## config.mk

```make
export PLATFORM = sky130hd
export DESIGN_NAME = one_bit_rf_modulator_flat
export DESIGN_NICKNAME = d
export VERILOG_FILES = /design/src/rtl/core/obrm_pkg.sv /design/src/rtl/core/obrm_if.sv /design/src/rtl/core/one_bit_rf_modulator.sv /design/src/rtl/core/obrm_front.sv /design/src/rtl/core/obrm_queue.sv /design/src/rtl/core/obrm_back.sv /design/src/flat_wrapper.sv
export SDC_FILE = /design/constraint.sdc
export NUM_CORES = 2
export LEC_CHECK = 0
export BUFFER_PORTS_ARGS = -buffer_cell sky130_fd_sc_hd__buf_4
export CAP_MARGIN = 10
export CORE_ASPECT_RATIO = 0.6
export CORE_UTILIZATION = 45
export DETAILED_ROUTE_END_ITERATION = 7
export PLACE_DENSITY = 0.72
export SYNTH_ARGS = -nofsm -noshare
export SYNTH_HDL_FRONTEND = slang
export SYNTH_SLANG_ARGS = --single-unit
```

## constraint.sdc

```tcl
create_clock -name clk -period 35.1 [get_ports clk]
set_input_delay 3.51 -clock clk [delete_from_list [all_inputs] [get_ports clk]]
set_output_delay 3.51 -clock clk [all_outputs]
set_load 0.03 [all_outputs]
```

## src/rtl/core/obrm_pkg.sv

```systemverilog
package obrm_pkg;

  // Run length
  localparam int SAMPLE_BITS = 1408;
  localparam int EXTRA_BITS  = 224;
  localparam int MAX_WORDS   = 51;
  localparam int TOTAL_BITS  = SAMPLE_BITS + EXTRA_BITS;
  localparam int RUN_BITS    = (TOTAL_BITS > MAX_WORDS * 32) ? MAX_WORDS * 32 : TOTAL_BITS;
  localparam int WORD_COUNT  = (RUN_BITS + 31) / 32;
  localparam int CNT_W       = $clog2(RUN_BITS);

  // Field widths
  localparam int LEVEL_W  = 16;
  localparam int SHIFT_W  = 16;
  localparam int PHASE_W  = 32;
  localparam int WORD_W   = 32;
  localparam int WIDX_W   = 6;
  localparam int SINE_W   = 12;
  localparam int CFG_IDX_W = 2;

  // Small item queue between front and back
  localparam int QUEUE_DEPTH = 2;
  localparam int QPTR_W      = $clog2(QUEUE_DEPTH);

  // Phase offset of 0.01 rad
  localparam logic [PHASE_W-1:0] EPS_PHASE = 32'd6835653;

  // Register reset values
  localparam logic [PHASE_W-1:0] CARRIER_STEP_RST    = 32'd3611677044;
  localparam logic [PHASE_W-1:0] SUBCARRIER_STEP_RST = 32'd192175372;

  typedef enum logic [CFG_IDX_W-1:0] {
    CFG_CARRIER_STEP    = 2'd0,
    CFG_SUBCARRIER_STEP = 2'd1,
    CFG_SUM_MODE        = 2'd2
  } cfg_idx_t;

  // Quarter-wave sine, round(2048*sin), top entry saturated
  localparam logic signed [SINE_W-1:0] QUARTER_SINE [65] = '{
    12'sd0,    12'sd50,   12'sd100,  12'sd151,  12'sd201,  12'sd251,  12'sd301,
    12'sd350,  12'sd400,  12'sd449,  12'sd498,  12'sd546,  12'sd595,  12'sd642,
    12'sd690,  12'sd737,  12'sd784,  12'sd830,  12'sd876,  12'sd921,  12'sd965,
    12'sd1009, 12'sd1053, 12'sd1096, 12'sd1138, 12'sd1179, 12'sd1220, 12'sd1260,
    12'sd1299, 12'sd1338, 12'sd1375, 12'sd1412, 12'sd1448, 12'sd1483, 12'sd1517,
    12'sd1551, 12'sd1583, 12'sd1615, 12'sd1645, 12'sd1674, 12'sd1703, 12'sd1730,
    12'sd1757, 12'sd1782, 12'sd1806, 12'sd1829, 12'sd1851, 12'sd1872, 12'sd1892,
    12'sd1911, 12'sd1928, 12'sd1945, 12'sd1960, 12'sd1974, 12'sd1987, 12'sd1998,
    12'sd2009, 12'sd2018, 12'sd2026, 12'sd2033, 12'sd2038, 12'sd2042, 12'sd2046,
    12'sd2047, 12'sd2047
  };

  // Full-wave sine from the top 8 phase bits
  function automatic logic signed [SINE_W-1:0] sine_q11(input logic [7:0] idx);
    logic [1:0]               quad;
    logic [6:0]               addr;
    logic signed [SINE_W-1:0] v;
    quad = idx[7:6];
    addr = quad[0] ? (7'd64 - {1'b0, idx[5:0]}) : {1'b0, idx[5:0]};
    v    = QUARTER_SINE[addr];
    return quad[1] ? -v : v;
  endfunction

  // One classified item, ready for synthesis
  typedef struct packed {
    logic signed [LEVEL_W-1:0] luma;
    logic signed [LEVEL_W-1:0] chroma;
    logic signed [LEVEL_W-1:0] boundary;
    logic [WORD_W-1:0]         bit_mask;
    logic                      sum_mode;
    logic [PHASE_W-1:0]        carrier_step;
    logic [PHASE_W-1:0]        chroma_step;
    logic [PHASE_W-1:0]        chroma_start;
  } item_t;

endpackage

```

## src/rtl/core/obrm_if.sv

```systemverilog
interface obrm_in_if;
  logic                                valid;
  logic                                ready;
  logic signed [obrm_pkg::LEVEL_W-1:0] luma;
  logic signed [obrm_pkg::LEVEL_W-1:0] chroma;
  logic signed [obrm_pkg::LEVEL_W-1:0] boundary;
  logic [obrm_pkg::SHIFT_W-1:0]        chroma_phase;
  logic [obrm_pkg::WORD_W-1:0]         bit_mask;

  modport source (output valid, luma, chroma, boundary, chroma_phase, bit_mask, input ready);
  modport sink   (input valid, luma, chroma, boundary, chroma_phase, bit_mask, output ready);
endinterface

interface obrm_out_if;
  logic                        valid;
  logic                        ready;
  logic [obrm_pkg::WIDX_W-1:0] word_index;
  logic [obrm_pkg::WORD_W-1:0] word_bits;
  logic                        last_word;

  modport source (output valid, word_index, word_bits, last_word, input ready);
  modport sink   (input valid, word_index, word_bits, last_word, output ready);
endinterface

```

## src/rtl/core/one_bit_rf_modulator.sv

```systemverilog
// One-bit RF modulator.
// in_word carries luma, chroma and boundary levels, a subcarrier phase shift
// and a bit mask. For each accepted word the block synthesizes one symbol
// period of 1632 one-bit samples and returns them on out_word as 51 packed
// 32-bit words (first sample in bit 31, masked), indexed from 0, with
// last_word set on the final one. The caller ORs them into its table.
// cfg_we/cfg_index/cfg_data write carrier_step, subcarrier_step and
// sum_mode; write them only while no word is in flight.
// Throughput: one sample per cycle while out_word does not stall, with 32
// samples packed per output word; the sample issue counter in the back end
// sets this. A two-entry queue lets the next word start the cycle after the last
// sample of the previous one. An accepted word passes the front register and
// the queue, and its samples then run through the five-stage datapath.
// Reset restores the register defaults and empties the queue and datapath.
// When out_word stalls, the finished word holds and the datapath freezes;
// the front end and queue keep accepting until queue and front register fill.
module one_bit_rf_modulator (
  input  logic                           clk,
  input  logic                           rst_n,
  obrm_in_if.sink                        in_word,
  obrm_out_if.source                     out_word,
  input  logic                           cfg_we,
  input  logic [obrm_pkg::CFG_IDX_W-1:0] cfg_index,
  input  logic [obrm_pkg::PHASE_W-1:0]   cfg_data
);
  import obrm_pkg::*;

  logic  push_valid, push_ready;
  item_t push_item;
  logic  pop_valid, pop_ready;
  item_t pop_item;

  obrm_front u_front (
    .clk        (clk),
    .rst_n      (rst_n),
    .in_word    (in_word),
    .cfg_we     (cfg_we),
    .cfg_index  (cfg_index),
    .cfg_data   (cfg_data),
    .push_valid (push_valid),
    .push_ready (push_ready),
    .push_item  (push_item)
  );

  obrm_queue u_queue (
    .clk        (clk),
    .rst_n      (rst_n),
    .push_valid (push_valid),
    .push_ready (push_ready),
    .push_item  (push_item),
    .pop_valid  (pop_valid),
    .pop_ready  (pop_ready),
    .pop_item   (pop_item)
  );

  obrm_back u_back (
    .clk       (clk),
    .rst_n     (rst_n),
    .pop_valid (pop_valid),
    .pop_ready (pop_ready),
    .pop_item  (pop_item),
    .out_word  (out_word)
  );

`ifndef SYNTH
  a_index_range: assert property (@(posedge clk) disable iff (!rst_n)
    out_word.valid |-> out_word.word_index <= WIDX_W'(WORD_COUNT - 1))
    else $error("word index past end of run");

  a_last_on_final: assert property (@(posedge clk) disable iff (!rst_n)
    out_word.valid && out_word.last_word |-> out_word.word_index == WIDX_W'(WORD_COUNT - 1))
    else $error("last word flagged early");

  a_final_is_last: assert property (@(posedge clk) disable iff (!rst_n)
    out_word.valid && !out_word.last_word |-> out_word.word_index != WIDX_W'(WORD_COUNT - 1))
    else $error("final word not flagged last");

  a_queue_push_held: assert property (@(posedge clk) disable iff (!rst_n)
    push_valid && !push_ready |=> push_valid)
    else $error("front dropped a classified word");
`endif

endmodule

```

## src/rtl/core/obrm_front.sv

```systemverilog
module obrm_front (
  input  logic                             clk,
  input  logic                             rst_n,
  obrm_in_if.sink                          in_word,
  input  logic                             cfg_we,
  input  logic [obrm_pkg::CFG_IDX_W-1:0]   cfg_index,
  input  logic [obrm_pkg::PHASE_W-1:0]     cfg_data,
  output logic                             push_valid,
  input  logic                             push_ready,
  output obrm_pkg::item_t                  push_item
);
  import obrm_pkg::*;

  logic [PHASE_W-1:0] carrier_step_r, carrier_step_nxt;
  logic [PHASE_W-1:0] subcarrier_step_r, subcarrier_step_nxt;
  logic               sum_mode_r, sum_mode_nxt;
  logic               hold_valid_r, hold_valid_nxt;
  item_t              hold_item_r, hold_item_nxt;
  logic               accept;

  assign in_word.ready = !hold_valid_r || push_ready;
  assign accept        = in_word.valid && in_word.ready;
  assign push_valid    = hold_valid_r;
  assign push_item     = hold_item_r;

  // Decode register writes
  always_comb begin
    carrier_step_nxt    = carrier_step_r;
    subcarrier_step_nxt = subcarrier_step_r;
    sum_mode_nxt        = sum_mode_r;
    if (cfg_we) begin
      case (cfg_idx_t'(cfg_index))
        CFG_CARRIER_STEP:    carrier_step_nxt    = cfg_data;
        CFG_SUBCARRIER_STEP: subcarrier_step_nxt = cfg_data;
        CFG_SUM_MODE:        sum_mode_nxt        = cfg_data[0];
        default: ;
      endcase
    end
  end

  // Classify the word: pick the chroma step and the start phase
  always_comb begin
    hold_item_nxt  = hold_item_r;
    hold_valid_nxt = hold_valid_r && !push_ready;
    if (accept) begin
      hold_valid_nxt             = 1'b1;
      hold_item_nxt.luma         = in_word.luma;
      hold_item_nxt.chroma       = in_word.chroma;
      hold_item_nxt.boundary     = in_word.boundary;
      hold_item_nxt.bit_mask     = in_word.bit_mask;
      hold_item_nxt.sum_mode     = sum_mode_r;
      hold_item_nxt.carrier_step = carrier_step_r;
      hold_item_nxt.chroma_step  = sum_mode_r ? (carrier_step_r + subcarrier_step_r)
                                              : subcarrier_step_r;
      hold_item_nxt.chroma_start = EPS_PHASE + {in_word.chroma_phase, 16'd0};
    end
  end

  always_ff @(posedge clk) begin
    if (!rst_n) begin
      carrier_step_r    <= CARRIER_STEP_RST;
      subcarrier_step_r <= SUBCARRIER_STEP_RST;
      sum_mode_r        <= 1'b0;
      hold_valid_r      <= 1'b0;
    end else begin
      carrier_step_r    <= carrier_step_nxt;
      subcarrier_step_r <= subcarrier_step_nxt;
      sum_mode_r        <= sum_mode_nxt;
      hold_valid_r      <= hold_valid_nxt;
    end
  end

  always_ff @(posedge clk) begin
    hold_item_r <= hold_item_nxt;
  end

endmodule

```

## src/rtl/core/obrm_queue.sv

```systemverilog
module obrm_queue (
  input  logic            clk,
  input  logic            rst_n,
  input  logic            push_valid,
  output logic            push_ready,
  input  obrm_pkg::item_t push_item,
  output logic            pop_valid,
  input  logic            pop_ready,
  output obrm_pkg::item_t pop_item
);
  import obrm_pkg::*;

  item_t             slots_r [QUEUE_DEPTH];
  logic [QPTR_W-1:0] wr_ptr_r, wr_ptr_nxt;
  logic [QPTR_W-1:0] rd_ptr_r, rd_ptr_nxt;
  logic [QPTR_W:0]   count_r, count_nxt;
  logic              do_push, do_pop;

  assign push_ready = (count_r != (QPTR_W+1)'(QUEUE_DEPTH));
  assign pop_valid  = (count_r != '0);
  assign pop_item   = slots_r[rd_ptr_r];
  assign do_push    = push_valid && push_ready;
  assign do_pop     = pop_valid && pop_ready;

  // Advance pointers and occupancy
  always_comb begin
    wr_ptr_nxt = do_push ? wr_ptr_r + 1'b1 : wr_ptr_r;
    rd_ptr_nxt = do_pop  ? rd_ptr_r + 1'b1 : rd_ptr_r;
    count_nxt  = count_r;
    if (do_push && !do_pop) begin
      count_nxt = count_r + 1'b1;
    end else if (do_pop && !do_push) begin
      count_nxt = count_r - 1'b1;
    end
  end

  always_ff @(posedge clk) begin
    if (!rst_n) begin
      wr_ptr_r <= '0;
      rd_ptr_r <= '0;
      count_r  <= '0;
    end else begin
      wr_ptr_r <= wr_ptr_nxt;
      rd_ptr_r <= rd_ptr_nxt;
      count_r  <= count_nxt;
    end
  end

  always_ff @(posedge clk) begin
    if (do_push) begin
      slots_r[wr_ptr_r] <= push_item;
    end
  end

endmodule

```

## src/rtl/core/obrm_back.sv

```systemverilog
module obrm_back (
  input  logic            clk,
  input  logic            rst_n,
  input  logic            pop_valid,
  output logic            pop_ready,
  input  obrm_pkg::item_t pop_item,
  obrm_out_if.source      out_word
);
  import obrm_pkg::*;

  localparam int PROD_W = 2 * SINE_W + LEVEL_W - 12;  // sine times level
  localparam int SUM_W  = PROD_W + 2;
  localparam int ACC_W  = SINE_W + SUM_W + 1;

  // Per-sample tag that rides along the pipeline
  typedef struct packed {
    logic                      sum_mode;
    logic signed [LEVEL_W-1:0] luma;
    logic signed [LEVEL_W-1:0] chroma;
    logic signed [LEVEL_W-1:0] boundary;
    logic [WORD_W-1:0]         bit_mask;
    logic [4:0]                bit_pos;
    logic [WIDX_W-1:0]         word_idx;
    logic                      word_end;
    logic                      last;
  } tag_t;

  // Issue state
  logic               busy_r, busy_nxt;
  item_t              cur_r, cur_nxt;
  logic [PHASE_W-1:0] cph_r, cph_nxt;
  logic [PHASE_W-1:0] sph_r, sph_nxt;
  logic [CNT_W-1:0]   n_r, n_nxt;
  logic               last_sample;
  logic               adv;

  // Stage A: sines
  logic                     a_valid_r;
  tag_t                     a_tag_r, a_tag_nxt;
  logic signed [SINE_W-1:0] a_m_r, a_c_r;

  // Stage B: level products
  logic                     b_valid_r;
  tag_t                     b_tag_r;
  logic signed [SINE_W-1:0] b_m_r;
  logic signed [PROD_W-1:0] b_pc_r, b_pm_r;

  // Stage C: sums
  logic                     c_valid_r;
  tag_t                     c_tag_r;
  logic signed [SINE_W-1:0] c_m_r;
  logic signed [SUM_W-1:0]  c_sum_r, c_sum_nxt;

  // Stage D: carrier product in mode 0, sum passed through in mode 1
  logic                     d_valid_r;
  tag_t                     d_tag_r;
  logic signed [ACC_W-1:0]  d_val_r, d_val_nxt;

  // Stage E: sign and packing
  logic signed [ACC_W-1:0]  e_bnd;
  logic signed [ACC_W-1:0]  e_sum;
  logic                     e_bit;
  logic [WORD_W-1:0]        e_word;
  logic [WORD_W-1:0]        acc_r, acc_nxt;

  // Output register
  logic               out_valid_r, out_valid_nxt;
  logic [WIDX_W-1:0]  out_idx_r, out_idx_nxt;
  logic [WORD_W-1:0]  out_bits_r, out_bits_nxt;
  logic               out_last_r, out_last_nxt;

  // Hold the whole pipeline while a finished word waits
  assign adv         = !(out_valid_r && !out_word.ready);
  assign last_sample = (n_r == CNT_W'(RUN_BITS - 1));
  assign pop_ready   = adv && (!busy_r || last_sample);

  // Issue one sample per cycle unless the pipeline is held, load the next item right after the last sample
  always_comb begin
    busy_nxt = busy_r;
    cur_nxt  = cur_r;
    cph_nxt  = cph_r;
    sph_nxt  = sph_r;
    n_nxt    = n_r;
    if (adv) begin
      if (busy_r) begin
        cph_nxt = cph_r + cur_r.carrier_step;
        sph_nxt = sph_r + cur_r.chroma_step;
        n_nxt   = n_r + 1'b1;
      end
      if (pop_ready) begin
        busy_nxt = pop_valid;
        if (pop_valid) begin
          cur_nxt = pop_item;
          cph_nxt = EPS_PHASE;
          sph_nxt = pop_item.chroma_start;
          n_nxt   = '0;
        end
      end
    end
  end

  // Tag the sample being issued
  always_comb begin
    a_tag_nxt.sum_mode = cur_r.sum_mode;
    a_tag_nxt.luma     = cur_r.luma;
    a_tag_nxt.chroma   = cur_r.chroma;
    a_tag_nxt.boundary = cur_r.boundary;
    a_tag_nxt.bit_mask = cur_r.bit_mask;
    a_tag_nxt.bit_pos  = n_r[4:0];
    a_tag_nxt.word_idx = WIDX_W'(n_r >> 5);
    a_tag_nxt.word_end = (n_r[4:0] == 5'd31) || last_sample;
    a_tag_nxt.last     = last_sample;
  end

  // Form the stage C sum: the pre-product sum in mode 0, the full sum in mode 1
  always_comb begin
    if (b_tag_r.sum_mode) begin
      c_sum_nxt = SUM_W'(b_pm_r) + SUM_W'(b_pc_r) + (SUM_W'(b_tag_r.boundary) <<< 11);
    end else begin
      c_sum_nxt = SUM_W'(b_pc_r) + (SUM_W'(b_tag_r.luma) <<< 11);
    end
  end

  // Mode 0 scales by the carrier here; mode 1 is already complete
  always_comb begin
    if (c_tag_r.sum_mode) begin
      d_val_nxt = ACC_W'(c_sum_r);
    end else begin
      d_val_nxt = ACC_W'(c_m_r) * ACC_W'(c_sum_r);
    end
  end

  // Add the boundary in mode 0, slice the sign and pack MSB-first
  always_comb begin
    e_bnd   = d_tag_r.sum_mode ? '0 : (ACC_W'(d_tag_r.boundary) <<< 22);
    e_sum   = d_val_r + e_bnd;
    e_bit   = !e_sum[ACC_W-1] && (e_sum != '0);
    e_word  = ((d_tag_r.bit_pos == 5'd0) ? '0 : acc_r)
              | (WORD_W'(e_bit) << (5'd31 - d_tag_r.bit_pos));
    acc_nxt = (adv && d_valid_r) ? e_word : acc_r;
  end

  // Load a finished word, drop it once taken
  always_comb begin
    out_valid_nxt = out_valid_r && !out_word.ready;
    out_idx_nxt   = out_idx_r;
    out_bits_nxt  = out_bits_r;
    out_last_nxt  = out_last_r;
    if (adv && d_valid_r && d_tag_r.word_end) begin
      out_valid_nxt = 1'b1;
      out_idx_nxt   = d_tag_r.word_idx;
      out_bits_nxt  = e_word & d_tag_r.bit_mask;
      out_last_nxt  = d_tag_r.last;
    end
  end

  assign out_word.valid      = out_valid_r;
  assign out_word.word_index = out_idx_r;
  assign out_word.word_bits  = out_bits_r;
  assign out_word.last_word  = out_last_r;

  // Control state
  always_ff @(posedge clk) begin
    if (!rst_n) begin
      busy_r      <= 1'b0;
      a_valid_r   <= 1'b0;
      b_valid_r   <= 1'b0;
      c_valid_r   <= 1'b0;
      d_valid_r   <= 1'b0;
      out_valid_r <= 1'b0;
    end else begin
      busy_r      <= busy_nxt;
      out_valid_r <= out_valid_nxt;
      if (adv) begin
        a_valid_r <= busy_r;
        b_valid_r <= a_valid_r;
        c_valid_r <= b_valid_r;
        d_valid_r <= c_valid_r;
      end
    end
  end

  // Datapath
  always_ff @(posedge clk) begin
    cur_r      <= cur_nxt;
    cph_r      <= cph_nxt;
    sph_r      <= sph_nxt;
    n_r        <= n_nxt;
    acc_r      <= acc_nxt;
    out_idx_r  <= out_idx_nxt;
    out_bits_r <= out_bits_nxt;
    out_last_r <= out_last_nxt;
    if (adv) begin
      a_tag_r <= a_tag_nxt;
      a_m_r   <= sine_q11(cph_r[PHASE_W-1 -: 8]);
      a_c_r   <= sine_q11(sph_r[PHASE_W-1 -: 8]);
      b_tag_r <= a_tag_r;
      b_m_r   <= a_m_r;
      b_pc_r  <= PROD_W'(a_c_r) * PROD_W'(a_tag_r.chroma);
      b_pm_r  <= PROD_W'(a_m_r) * PROD_W'(a_tag_r.luma);
      c_tag_r <= b_tag_r;
      c_m_r   <= b_m_r;
      c_sum_r <= c_sum_nxt;
      d_tag_r <= c_tag_r;
      d_val_r <= d_val_nxt;
    end
  end

endmodule

```

## src/flat_wrapper.sv

```systemverilog
// flat-port wrapper written by rule: the top's interface ports become plain ports
module one_bit_rf_modulator_flat import obrm_pkg::*;
  (clk, rst_n, cfg_we, cfg_index, cfg_data, in_word_valid, in_word_luma, in_word_chroma, in_word_boundary, in_word_chroma_phase, in_word_bit_mask, in_word_ready, out_word_valid, out_word_word_index, out_word_word_bits, out_word_last_word, out_word_ready);
  obrm_in_if in_word_i ();
  obrm_out_if out_word_i ();
  input  logic clk;
  input  logic rst_n;
  input  logic cfg_we;
  input  logic [obrm_pkg::CFG_IDX_W-1:0] cfg_index;
  input  logic [obrm_pkg::PHASE_W-1:0] cfg_data;
  input wire logic [$bits(in_word_i.valid)-1:0] in_word_valid;
  input wire logic [$bits(in_word_i.luma)-1:0] in_word_luma;
  input wire logic [$bits(in_word_i.chroma)-1:0] in_word_chroma;
  input wire logic [$bits(in_word_i.boundary)-1:0] in_word_boundary;
  input wire logic [$bits(in_word_i.chroma_phase)-1:0] in_word_chroma_phase;
  input wire logic [$bits(in_word_i.bit_mask)-1:0] in_word_bit_mask;
  output wire logic [$bits(in_word_i.ready)-1:0] in_word_ready;
  output wire logic [$bits(out_word_i.valid)-1:0] out_word_valid;
  output wire logic [$bits(out_word_i.word_index)-1:0] out_word_word_index;
  output wire logic [$bits(out_word_i.word_bits)-1:0] out_word_word_bits;
  output wire logic [$bits(out_word_i.last_word)-1:0] out_word_last_word;
  input wire logic [$bits(out_word_i.ready)-1:0] out_word_ready;
  assign in_word_i.valid = in_word_valid;
  assign in_word_i.luma = in_word_luma;
  assign in_word_i.chroma = in_word_chroma;
  assign in_word_i.boundary = in_word_boundary;
  assign in_word_i.chroma_phase = in_word_chroma_phase;
  assign in_word_i.bit_mask = in_word_bit_mask;
  assign in_word_ready = in_word_i.ready;
  assign out_word_valid = out_word_i.valid;
  assign out_word_word_index = out_word_i.word_index;
  assign out_word_word_bits = out_word_i.word_bits;
  assign out_word_last_word = out_word_i.last_word;
  assign out_word_i.ready = out_word_ready;
  one_bit_rf_modulator u_core (.clk(clk), .rst_n(rst_n), .in_word(in_word_i), .out_word(out_word_i), .cfg_we(cfg_we), .cfg_index(cfg_index), .cfg_data(cfg_data));
endmodule
```

==> impl_metrics.toml <==
[die]
coreArea_um2 = 180000
die_h_um = 332
die-area_um2 = 184000
start_util_pct = 45.6
io_pins = 176
dieWidth_um = 553
std_cell_rows = 120

[logic_synthesis]
async_flop_share_pct = 0
ys_types = 96
ys.warnings.count = 0
yosysSeqAreaShare_pct = 47.6
syn_nets = 8022
synthesis.area_um2 = 81900
yosys_most_used_dff = "edfxtp_1"
yosysMostFrequentCell = "edfxtp_1"
synth_common_cells = "1246 x edfxtp_1, 865 x inv_1, 815 x nand2_1, 697 x fa_1, 403 x ha_1"
ys_ff_latch = 1323
synthTopCellsByArea = "edfxtp_1 46%, fa_1 17%, ha_1 6.2%, inv_1 4.0%, nand2_1 3.7%"
synth_edf_count = 1246
avgSynthCellArea_um2 = 12.1
yosysTopAreaCellShare_pct = 45.7
synth_cells = 6787
synth_top_area_cell = "edfxtp_1"

[placement]
dp_slack_ns = 27.77
numPortBuffers = 175
place_congestion = 0.907
hpwl_um = 138000
placed_area_um2 = 85600

[critical_path]
cp.buffers_inverters = 3
cp_cell_sequence = "clkinv_1, nor2_1, fa_1, fa_1, fa_1, fa_1, inv_1, fa_1, inv_1, ha_1, a21o_1, a21o_1, a21o_1, a21o_1, a21oi_1, o21ai_0, nor4b_1, nor2_1, a221oi_1, xor2_1, o21ai_0"
worstSetupStartpointType = "flop"
crit_required_ns = 35.56
worstPathMaxFanout = 27
worstPathArrival_ns = 7.91
crit_family = "adder cells"
slowest_stage = "clkinv_1"
critical-path-max-stage-delay_ns = 0.87
cpMostUsedCell = "fa_1"
cp-end-kind = "flop"
worstSetupPathType = "flop to flop"

[global_route]
grt_max_degree = 152
gr-usage-met1_pct = 31.3
grt-busiest-layer = "met1"
met3_usage_pct = 6.40
grt_use_total_pct = 20.7
grt_pass1_vias = 51426
grt_pass1_wl_um = 296000
grt-ovfl-total = 0
grt_util_met2_pct = 28.9
antenna_found_initial = 6

[timing]
finalSetupTns_ns = 0
fmax_ghz = 0.134
clock_skew_ns = 0.0797
maxSlewHeadroom_pct = 20.9
final-hold-violation-count = 0
post-route-period-util_pct = 21.2
rsz0062_at_grt = "no"
slew_violations = 0
worst_pin_slew_ns = 1.19
setup_violations = 0
setup_slack_ns = 27.65
period_minus_slack_ns = 7.45

[clock_tree]
cts_resized = 0
cts_sinks = 1323
clock_latency_ns = 0.78
h-tree-depth = 3
cts_setup_buffers = 0
clkTransAtPathRegs_ns = 0.07
cts_tree = "done"
cts_buffers = 121
cts.path.max_buffers = 3
hold_buffers = 0
clockRootBuffer = "clkbuf_16"

[drt]
drtAntennaViolNets = 0
route.vias.total = 50691
dr.pass1.iters = 8
dr.first_iter.drc_count = 4641
post_drt_wl_per_cell_um = 20.2
viasPerCell = 5.42
drcViolationCount = 0
routed_wl_um = 189000

[final_layout]
drive_gt1_share_pct = 9.49
syn_to_final_growth_pct = 9.65
stdcell_area_um2 = 89800
nets = 8108

[flow_run]
cap_violations = 0

[outcome]
status = "complete, no violations"

[hold_path]
hold_class = "flop to flop"
## kinds of logic after synthesis
| logic type | count (synthesis) | synth area share [%] |
|---|---|---|
| simple gates | 1768 | 10.1 |
| flops | 1323 | 47.6 |
| buf+inv | 1138 | 5.27 |
| fa+ha+maj | 1100 | 23.2 |
| compound gates | 964 | 7.86 |
| xor+xnor | 258 | 2.79 |
| mux | 236 | 3.21 |
## final timing paths
path | depth (start not counted) | startpoint | slack [ns] | to
hold reg to reg | 0 | u_core.u_back.b_tag_r[42] | 0.40 | u_core.u_back.c_tag_r[42]
setup reg to reg | 21 | u_core.u_back.c_m_r[11] | 27.65 | u_core.u_back.d_val_r[38]
hold / removal | 0 | u_core.u_back.b_tag_r[42] | 0.40 | u_core.u_back.c_tag_r[42]
setup / recovery | 21 | u_core.u_back.c_m_r[11] | 27.65 | u_core.u_back.d_val_r[38]
## sequential cells by signal, summed over array words and instances (netlist names), 12 cells and up, named ones only
name                              flops
u_core.u_back.c_tag_r                62
u_core.u_back.b_pc_r                 28
u_core.u_front.push_item            161
u_core.u_back.a_tag_r                94
u_core.u_back.sph_r                  32
u_core.u_back.out_word.word_bits     32
u_core.u_back.a_tag_nxt              81
u_core.u_back.a_c_r                  12
u_core.u_back.cph_r                  32
u_core.u_back.acc_r                  32
u_core.u_back.c_m_r                  12
u_core.u_back.d_val_r                42
u_core.u_back.cur_r                  64
u_core.u_back.c_sum_r                30
u_core.u_back.b_m_r                  12
u_core.u_front.subcarrier_step_r     32
u_core.u_back.b_tag_r                78
u_core.u_back.b_pm_r                 28
u_core.u_front.carrier_step_r        32
u_core.u_queue.slots_r              322
u_core.u_back.d_tag_r                62
u_core.u_back.a_m_r                  12
## cells in the final DEF (no fill, tap or decap), types with 71 or more instances in the layout
master | synthesis | layout
nor3_1 | 85 | 85
and2_1 | 269 | 268
xor2_1 | 87 | 87
mux2_2 | 189 | 189
fa_1 | 697 | 697
nor2_1 | 253 | 251
o21ai_0 | 171 | 171
a21o_1 | 115 | 115
xnor2_1 | 169 | 168
nand3_1 | 88 | 88
ha_1 | 403 | 403
a21oi_1 | 234 | 233
clkbuf_16 | 0 | 121
nand2b_1 | 71 | 71
inv_1 | 865 | 864
nand2_1 | 815 | 815
edfxtp_1 | 1246 | 1246
buf_4 | 3 | 225
dfxtp_1 | 77 | 75
## per-stage QoR
step | std cells | hold slack, ns | util [%]
2_1_floorplan | 6787 | 0.400 | -
3_3_place_gp | 9129 | 0.400 | 47.7
3_5_place_dp | 9129 | 0.405 | 47.7
4_1_cts | 9352 | 0.409 | 50.0
5_1_grt | 9353 | 0.403 | 50.0
6_report | 9355 | 0.398 | 50.0
## layout make-up
class | instances | area (µm²)
antenna | 3 | 7.51
clock buffer | 152 | 3210
clock inverter | 71 | 918
fill | 15406 | 89800
inverter | 873 | 3280
multi-input combinational | 4326 | 38700
sequential | 1323 | 39000
tap | 2379 | 2980
timing repair buffer | 228 | 1750
## per-layer routing
| metal | vias to the layer above | routed length (µm) |
|---|---|---|
| li1 | 23280 | - |
| met1 | 25188 | 88900 |
| met2 | 2015 | 76700 |
| met3 | 208 | 20400 |
| met4 | 0 | 3530 |
| met5 | - | 0 |
Power is not shown: default switching activity piles up to over one toggle a cycle in this logic, so the estimate is an artifact.
